## config.mk

```make
export PLATFORM = sky130hd
export DESIGN_NAME = usg_cordic
export DESIGN_NICKNAME = d
export VERILOG_FILES = /design/src/rtl/core/uv_sphere_grid_point_defines.svh /design/src/rtl/core/usg_pkg.sv /design/src/rtl/core/usg_cordic.sv
export SDC_FILE = /design/constraint.sdc
export NUM_CORES = 2
export LEC_CHECK = 0
export CAP_MARGIN = 20
export CORE_MARGIN = 1
export CORE_UTILIZATION = 55
export CTS_CLUSTER_SIZE = 14
export DETAILED_ROUTE_END_ITERATION = 8
export DONT_BUFFER_PORTS = 1
export PLACE_DENSITY = 0.8
export SYNTH_ARGS = -nofsm -noshare
export SYNTH_HDL_FRONTEND = slang
export SYNTH_SLANG_ARGS = --single-unit
```

## constraint.sdc

```tcl
create_clock -name clk -period 4.9 [get_ports clk]
set_input_delay 0 -clock clk [delete_from_list [all_inputs] [get_ports clk]]
set_output_delay 0 -clock clk [all_outputs]
set_load 0.02 [all_outputs]
```

## src/rtl/core/uv_sphere_grid_point_defines.svh

```systemverilog
// ----------------------------------------------------------------------------
// UV sphere grid point assertion macros
// Concurrent assertion helpers clocked on clk and disabled during reset.
// ----------------------------------------------------------------------------
`ifndef UV_SPHERE_GRID_POINT_DEFINES_SVH
`define UV_SPHERE_GRID_POINT_DEFINES_SVH
`ifndef NO_ASSERTIONS
// Condition that must hold at every clock edge out of reset.
`define USG_ASSERT(lbl, prop, msg) \
	lbl: assert property (@(posedge clk) disable iff (!arst_n) (prop)) else $error(msg);
// Antecedent in one cycle implies the consequent in the next.
`define USG_ASSERT_NEXT(lbl, ante, cons, msg) \
	lbl: assert property (@(posedge clk) disable iff (!arst_n) (ante) |=> (cons)) \
		else $error(msg);
`else
`define USG_ASSERT(lbl, prop, msg)
`define USG_ASSERT_NEXT(lbl, ante, cons, msg)
`endif
`endif

```

## src/rtl/core/usg_pkg.sv

```systemverilog
// ----------------------------------------------------------------------------
// UV sphere grid point package
// Widths, register codes, CORDIC constants and the sideband record.
// ----------------------------------------------------------------------------
`timescale 1ns / 1ps
package usg_pkg;

	localparam int DEF_MAX_GRID  = 1024;
	localparam int DEF_TRIG_BITS = 16;

	localparam int IDX_W      = 10;
	localparam int GRID_W     = 11;
	localparam int POS_W      = 17;
	localparam int TEX_W      = 17;
	localparam int CORNER_W   = 20;
	localparam int RA_W       = 21;
	localparam int CFG_IDX_W  = 2;
	localparam int CFG_DATA_W = 16;
	localparam int DIV_DW     = 13;
	localparam int TEX_SHIFT  = 16;

	localparam logic [CFG_IDX_W-1:0] REG_RADIUS  = 2'd0;
	localparam logic [CFG_IDX_W-1:0] REG_RING    = 2'd1;
	localparam logic [CFG_IDX_W-1:0] REG_SEGMENT = 2'd2;

	localparam logic [CFG_DATA_W-1:0] RADIUS_RST  = 16'd256;
	localparam logic [GRID_W-1:0]     RING_RST    = 11'd16;
	localparam logic [GRID_W-1:0]     SEGMENT_RST = 11'd16;

	localparam logic signed [32:0] CORDIC_K  = 33'sd652032874;
	localparam int                 POS_LIMIT = 65535;
	localparam logic [TEX_W-1:0]   TEX_ONE   = 17'd65536;

	typedef struct packed {
		logic              in_range;
		logic              faces;
		logic [RA_W-1:0]   ra;
		logic [GRID_W-1:0] rm1;
		logic [GRID_W-1:0] sm1;
		logic [TEX_W-1:0]  tex_s;
		logic [TEX_W-1:0]  tex_t;
	} side_t;

	// Arctangent of 2^-i in units of 2^-32 turn.
	function automatic logic [31:0] atan_turn(input int i);
		logic [31:0] v;
		case (i)
			0:       v = 32'd536870912;
			1:       v = 32'd316933406;
			2:       v = 32'd167458907;
			3:       v = 32'd85004756;
			4:       v = 32'd42667331;
			5:       v = 32'd21354465;
			6:       v = 32'd10679838;
			7:       v = 32'd5340245;
			8:       v = 32'd2670163;
			9:       v = 32'd1335087;
			10:      v = 32'd667544;
			11:      v = 32'd333772;
			12:      v = 32'd166886;
			13:      v = 32'd83443;
			14:      v = 32'd41722;
			15:      v = 32'd20861;
			16:      v = 32'd10430;
			17:      v = 32'd5215;
			18:      v = 32'd2608;
			19:      v = 32'd1304;
			20:      v = 32'd652;
			21:      v = 32'd326;
			22:      v = 32'd163;
			23:      v = 32'd81;
			default: v = 32'd0;
		endcase
		return v;
	endfunction

endpackage

```

## src/rtl/core/usg_cordic.sv

```systemverilog
// ----------------------------------------------------------------------------
// UV sphere grid point CORDIC
// Pipelined rotation-mode sine and cosine, one iteration per stage.
// ----------------------------------------------------------------------------
`timescale 1ns / 1ps
module usg_cordic #(
	parameter int TRIG_BITS = usg_pkg::DEF_TRIG_BITS
) (
	input  logic                   clk,
	input  logic [TRIG_BITS+1:0]   adv,
	input  logic [TRIG_BITS-1:0]   phase,
	output logic signed [TRIG_BITS:0] cos_val,
	output logic signed [TRIG_BITS:0] sin_val
);
	import usg_pkg::*;

	localparam int XW = 33;
	localparam int ZW = 32;
	localparam int RS = 32 - TRIG_BITS;
	localparam logic signed [XW-1:0] RND = XW'(1) <<< (RS - 1);

	logic signed [XW-1:0] x_s [0:TRIG_BITS];
	logic signed [XW-1:0] y_s [0:TRIG_BITS];
	logic signed [ZW-1:0] z_s [0:TRIG_BITS];
	logic [1:0]           quad_s [0:TRIG_BITS];

	logic [31:0]          p_turn;
	logic [31:0]          u_turn;
	logic signed [ZW-1:0] z_init;

	// Quadrant reduction leaves a residual in [-1/8, 1/8) turn.
	always_comb begin
		p_turn = 32'(phase) << RS;
		u_turn = p_turn + 32'h2000_0000;
		z_init = $signed({2'b00, u_turn[29:0]}) - 32'sh2000_0000;
	end

	always_ff @(posedge clk) begin
		if (adv[0]) begin
			x_s[0]    <= CORDIC_K;
			y_s[0]    <= '0;
			z_s[0]    <= z_init;
			quad_s[0] <= u_turn[31:30];
		end
	end

	for (genvar i = 0; i < TRIG_BITS; i++) begin : g_iter
		localparam logic signed [ZW-1:0] ANG = $signed(atan_turn(i));
		logic signed [XW-1:0] dx, dy;
		always_comb begin
			dx = y_s[i] >>> i;
			dy = x_s[i] >>> i;
		end
		always_ff @(posedge clk) begin
			if (adv[i+1]) begin
				if (z_s[i] >= 0) begin
					x_s[i+1] <= x_s[i] - dx;
					y_s[i+1] <= y_s[i] + dy;
					z_s[i+1] <= z_s[i] - ANG;
				end else begin
					x_s[i+1] <= x_s[i] + dx;
					y_s[i+1] <= y_s[i] - dy;
					z_s[i+1] <= z_s[i] + ANG;
				end
				quad_s[i+1] <= quad_s[i];
			end
		end
	end

	logic signed [XW-1:0]    xr_w, yr_w;
	logic signed [TRIG_BITS:0] xr, yr;

	always_comb begin
		xr_w = (x_s[TRIG_BITS] + RND) >>> RS;
		yr_w = (y_s[TRIG_BITS] + RND) >>> RS;
		xr   = xr_w[TRIG_BITS:0];
		yr   = yr_w[TRIG_BITS:0];
	end

	always_ff @(posedge clk) begin
		if (adv[TRIG_BITS+1]) begin
			case (quad_s[TRIG_BITS])
				2'd0: begin
					cos_val <= xr;
					sin_val <= yr;
				end
				2'd1: begin
					cos_val <= -yr;
					sin_val <= xr;
				end
				2'd2: begin
					cos_val <= -xr;
					sin_val <= -yr;
				end
				default: begin
					cos_val <= yr;
					sin_val <= -xr;
				end
			endcase
		end
	end

endmodule

```

[Word-level counts from Yosys, hierarchy flattened]
Memories as Yosys holds them, arrays and structs flattened.
Cells that the tools add are included.
Storage, ports and cells
  register bits: 34
  memory bits (writable): 1700
  output and inout bits: 34
  memories kept: 4
Cells by class
  $add $sub $neg: 101
  $lt $le $gt $ge: 16
  equal/unequal tests: 2
  mux-type cells: 180
  bitwise logic cells: 48
  reduce and logical (&&, ||, !) cells: 1
Memories
  x_s: words 17, width 33, read ports 17, clocked after Yosys merged registers in 0, wr ports 17, RTL line usg_cordic.sv:22  | logic signed [XW-1:0] x_s [0:TRIG_BITS];
  y_s: words 17, width 33, read ports 17, clocked after Yosys merged registers in 0, wr ports 17, RTL line usg_cordic.sv:23  | logic signed [XW-1:0] y_s [0:TRIG_BITS];
  z_s: words 17, width 32, read ports 16, clocked after Yosys merged registers in 0, wr ports 17, RTL line usg_cordic.sv:24  | logic signed [ZW-1:0] z_s [0:TRIG_BITS];
  quad_s: words 17, width 2, read ports 17, clocked after Yosys merged registers in 0, wr ports 17, RTL line usg_cordic.sv:25  | logic [1:0] quad_s [0:TRIG_BITS];
Operator list (count)
  33-bit 2-to-1 mux: 32
  32-bit by 1-bit >= comparator with 1-bit output, second input constant: 16
  32-bit 2-to-1 mux: 16
  1-bit 2-to-1 mux: 130
  17-bit case mux with 3 select lines: 2
  33-bit by 17-bit adder with 33-bit output, second input constant: 2
  33-bit by 18-bit adder with 33-bit output: 2
  33-bit by 19-bit adder with 33-bit output: 2
  33-bit by 20-bit adder with 33-bit output: 2
  33-bit by 21-bit adder with 33-bit output: 2
  33-bit by 22-bit adder with 33-bit output: 2
  33-bit by 23-bit adder with 33-bit output: 2
  33-bit by 24-bit adder with 33-bit output: 2
  33-bit by 25-bit adder with 33-bit output: 2
  33-bit by 26-bit adder with 33-bit output: 2
  33-bit by 27-bit adder with 33-bit output: 2
  33-bit by 28-bit adder with 33-bit output: 2
  33-bit by 29-bit adder with 33-bit output: 2
  33-bit by 30-bit adder with 33-bit output: 2
  33-bit by 31-bit adder with 33-bit output: 2
  33-bit by 32-bit adder with 33-bit output: 2
  33-bit by 18-bit subtractor with 33-bit output: 2
  33-bit by 19-bit subtractor with 33-bit output: 2
  33-bit by 20-bit subtractor with 33-bit output: 2
  52 further kinds: 114

[Logic depth before layout (Yosys ltp)]
An unclocked memory read counts as a cell.
  word-level depth: 6
  depth in mapped cells: 22
  gate-level depth less buffers: 22

[Worst setup path before layout]
Ideal clock, no wire load.
  path type: flip-flop to flip-flop
  start: mem y_s[3][6]
  end: mem x_s[4][31], data pin
  library setup time: 0.257 ns
  arrival time: 4.442 ns
  required time: 4.643 ns
  path slack: 0.201 ns
  stages on the path, launching flop included: 19
  cells stage by stage: edfxtp_1 -> or4_1 -> or4_1 -> clkbuf_1 -> nor2_1 -> a21oi_1 -> xor2_1 -> ha_1 -> and2_1 -> o31a_1 -> o21ai_0 -> o21ai_0 -> or4b_2 -> a21boi_0 -> o211ai_1 -> and3_1 -> o21ai_0 -> nand2b_1 -> xor2_1
RTL lines (RTL line)
  start: declaration: usg_cordic.sv:23
  end: declaration: usg_cordic.sv:22

==> impl_metrics.xml <==
<?xml version="1.0" encoding="UTF-8"?>
<metrics>
  <group name="finish">
    <metric name="layout.nets" unit="">14050</metric>
    <metric name="mostFrequentLayoutCell" unit="">edfxtp_1</metric>
    <metric name="layout_common_cells" unit="">edfxtp_1, ha_1, a21oi_1</metric>
    <metric name="areaGrowthSynthToFinish" unit="%">11.66</metric>
    <metric name="post-route-cell-area" unit="sq um">131600</metric>
    <metric name="filler_cell_count" unit="">17000</metric>
    <metric name="share_of_layout_cells_above_drive_strength_1" unit="%">8.477</metric>
  </group>
  <group name="floorplanning">
    <metric name="die_height" unit="um">465.0</metric>
    <metric name="die_x_extent" unit="um">465.0</metric>
    <metric name="initial_cell_density_of_the_core" unit="%">55.48</metric>
    <metric name="num_rows" unit="">169</metric>
    <metric name="fp.dieArea" unit="sq um">216200</metric>
    <metric name="total_i_o_pin_count" unit="">69</metric>
    <metric name="core_region_area" unit="sq um">212500</metric>
  </group>
  <group name="timing">
    <metric name="fin_crit" unit="ns">4.953</metric>
    <metric name="rsz_0062_raised_after_global_routing" unit="">yes</metric>
    <metric name="final.setup_skew" unit="ns">0.04703</metric>
    <metric name="hold_viol" unit="">0</metric>
    <metric name="fin_crit_sh" unit="%">101.1</metric>
    <metric name="maxClockFrequency" unit="MHz">201.9</metric>
    <metric name="hold_slack" unit="ns">0.06225</metric>
    <metric name="slew_viol_final" unit="">0</metric>
    <metric name="finalSetupViolations" unit="">1</metric>
    <metric name="final.setup.worst_slack" unit="ns">-0.05329</metric>
    <metric name="tightestPinTransition" unit="ns">0.9490</metric>
    <metric name="slew_headroom" unit="%">36.15</metric>
  </group>
  <group name="logic_synthesis">
    <metric name="synth.net_count" unit="">13530</metric>
    <metric name="yosys_warnings" unit="">0</metric>
    <metric name="postSynthAreaPerCell" unit="sq um">9.718</metric>
    <metric name="synth-edff-count" unit="">1423</metric>
    <metric name="synthArstFlopShare" unit="%">0</metric>
    <metric name="synthesis.area" unit="sq um">117900</metric>
    <metric name="dominantRegCellSynth" unit="">edfxtp_1</metric>
    <metric name="yosysSeqAreaShare" unit="%">36.24</metric>
    <metric name="post_synth_num_cell_types" unit="">98</metric>
    <metric name="synth.ff_latch_count" unit="">1423</metric>
    <metric name="number_of_cells_produced_by_synthesis" unit="">12130</metric>
  </group>
  <group name="worst_hold_path">
    <metric name="hold-path-cell-count" unit="">4</metric>
    <metric name="hold_end" unit="">z_s[13][2]$_DFFE_PP_</metric>
    <metric name="worstHoldPathType" unit="">in -&gt; reg</metric>
    <metric name="hp-start" unit="">adv[13]</metric>
  </group>
  <group name="clocking">
    <metric name="clkLatencyLatePin" unit="ns">0.83</metric>
    <metric name="cts.sink_count" unit="">1423</metric>
    <metric name="clk_root_buffer_cell" unit="">clkbuf_16</metric>
    <metric name="cts_max_level" unit="">4</metric>
    <metric name="tritoncts" unit="">yes</metric>
    <metric name="cts_buffer_depth" unit="">3</metric>
    <metric name="cts.clk_slew.worst_paths" unit="ns">0.06</metric>
    <metric name="cts-buffers-inserted" unit="">161</metric>
  </group>
  <group name="critical_path">
    <metric name="timing.critical_path.to_type" unit="">flip-flop</metric>
    <metric name="setup.worst_path.class" unit="">reg -&gt; reg</metric>
    <metric name="timing.critical_path.arrival" unit="ns">5.51</metric>
    <metric name="reg2regPathDepth" unit="">20</metric>
    <metric name="crit-reg2reg-capture" unit="">x_s[4][32]$_DFFE_PP_</metric>
    <metric name="timing.critical_path.required" unit="ns">5.45</metric>
    <metric name="reg2reg_from" unit="">y_s[3][15]$_DFFE_PP_</metric>
    <metric name="r2r_setup_slack" unit="ns">-0.05</metric>
    <metric name="path_max_fanout" unit="">4</metric>
    <metric name="worstSetupStartpointType" unit="">flip-flop</metric>
  </group>
  <group name="outcome">
    <metric name="outcome" unit="">complete, but fails checks</metric>
    <metric name="violations" unit="">negative setup slack</metric>
  </group>
  <group name="grt">
    <metric name="grt_start_max_net_pins" unit="">103</metric>
    <metric name="track_usage" unit="%">28.23</metric>
    <metric name="first_global_vias" unit="">95310</metric>
    <metric name="grt_first_pass_wirelength" unit="um">494100</metric>
    <metric name="grt_antenna_before_repair" unit="">6</metric>
    <metric name="grt_remaining_overflow" unit="">0</metric>
  </group>
  <group name="placed_design">
    <metric name="hpwl" unit="um">245800</metric>
    <metric name="place_area" unit="sq um">124300</metric>
    <metric name="placement.io_buffers" unit="">0</metric>
    <metric name="final_weighted_congestion_in_routability_driven_placement" unit="">0.9967</metric>
  </group>
  <group name="flow_run">
    <metric name="max_cap_viol_count" unit="">0</metric>
  </group>
  <group name="routing">
    <metric name="post_drt_via_cell_ratio" unit="">6.157</metric>
    <metric name="final_antenna_net_count" unit="">0</metric>
    <metric name="drtIter0Drc" unit="">7295</metric>
    <metric name="residual_drc" unit="">0</metric>
    <metric name="vias" unit="">96110</metric>
    <metric name="first_pass_iters" unit="">7</metric>
    <metric name="drt-total-wl" unit="um">314800</metric>
    <metric name="route.detailed.wl_per_inst" unit="um">20.16</metric>
  </group>
</metrics>
## flip-flops by register name (all words and copies together) (netlist names)
| register | flops |
|---|---|
| y_s | 481 |
| x_s | 455 |
| z_s | 419 |
| quad_s | 34 |
| cos_val | 17 |
| sin_val | 17 |
## routing by layer
| metal | vias to the layer above | wire (um) | track usage (%) |
|---|---|---|---|
| met5 | - | 39 | 0 |
| met4 | 6 | 21540 | 17.45 |
| met3 | 1064 | 14580 | 3.844 |
| met2 | 3034 | 161700 | 52.60 |
| met1 | 45750 | 116900 | 29.88 |
| li1 | 46260 | - | - |
## how the worst max path moves through the flow
stage | startpoint | to | slack, ns | cells past startpoint
after floorplan | y_s[3][6]$_DFFE_PP_ | x_s[4][31]$_DFFE_PP_ | 0.20 | 18
after detailed placement | y_s[3][15]$_DFFE_PP_ | x_s[4][32]$_DFFE_PP_ | -0.17 | 19
after global routing | y_s[3][15]$_DFFE_PP_ | x_s[4][32]$_DFFE_PP_ | -0.26 | 20
final | y_s[3][15]$_DFFE_PP_ | x_s[4][32]$_DFFE_PP_ | -0.05 | 20
after global placement | y_s[3][15]$_DFFE_PP_ | x_s[4][32]$_DFFE_PP_ | -0.33 | 19
after CTS | x_s[6][11]$_DFFE_PP_ | y_s[7][32]$_DFFE_PP_ | 0.006 | 19
## synthesized netlist by cell type (208+ instances only)
cell      number  area, sq um
xnor2_1     1176        10300
a21oi_1     1214         6076
ha_1        1322        16540
nand2_1      655         2459
inv_1        515         1933
a21o_1       549         4121
xor2_1       597         5229
o21a_1       208         1562
edfxtp_1    1423        42730
o21ai_0      642         3213
nand3_1      215         1076
nor2_1       968         3633
nor3_1       280         1401
## logic make-up after synthesis
kind of cell	share of synthesized area (%)
compound gates	19.81
mux	1.091
buf+inv	2.342
simple gates	12.64
flops	36.24
fa+ha+maj	14.69
xor+xnor	13.18
## timing repair
| item | in CTS | in global routing |
|---|---|---|
| pin swaps | 1 | 39 |
| hold buffers | 66 | 0 |
| gates cloned | 0 | 0 |
| setup buffers | 1 | 34 |
| resized for setup | 13 | 187 |
| endpoints found under the hold margin | 1491 | 0 |
| endpoints found under the setup margin | 7 | 108 |
## stage by stage
step           instances  util (%)  setup WS [ns]  TNS [ns]
5_1_grt            15610     61.95        -0.2592   -0.9491
6_report           15610     61.95       -0.05329  -0.05329
2_1_floorplan      12130         -         0.2011         0
4_1_cts            15580     61.45       0.005779         0
3_3_place_gp       15220     58.48        -0.3274   -0.7334
3_5_place_dp       15220     58.48        -0.1699   -0.3560
## final cells by class
type	count	area [sq um]	share of cell area, %
Tap cell	2821	3530	2.681
Clock buffer	195	4199	3.190
Clock inverter	99	1132	0.8601
Multi-Input combinational cell	9980	73250	55.64
Timing Repair Buffer	571	4852	3.686
Inverter	520	1952	1.483
Sequential cell	1423	42730	32.46
Antenna cell	2	5.005	0.003802
## critical path, stage by stage, from the launching register on
cell	delay, ns
edfxtp_1	0.41
or4_4	0.57
or3_4	0.35
or4_4	0.44
or3_4	0.38
buf_6	0.13
nor4_4	0.12
nand2b_1	0.11
nand2_1	0.09
xnor2_1	0.06
ha_1	0.36
buf_6	0.14
a21oi_4	0.19
o31ai_4	0.11
a2bb2oi_2	0.14
o311ai_2	0.12
a31oi_1	0.24
nor2b_1	0.08
o21a_1	0.20
o41ai_2	0.33
xnor2_1	0.12
Power is not shown: default switching activity piles up to over one toggle a cycle in this logic, so the estimate is an artifact.
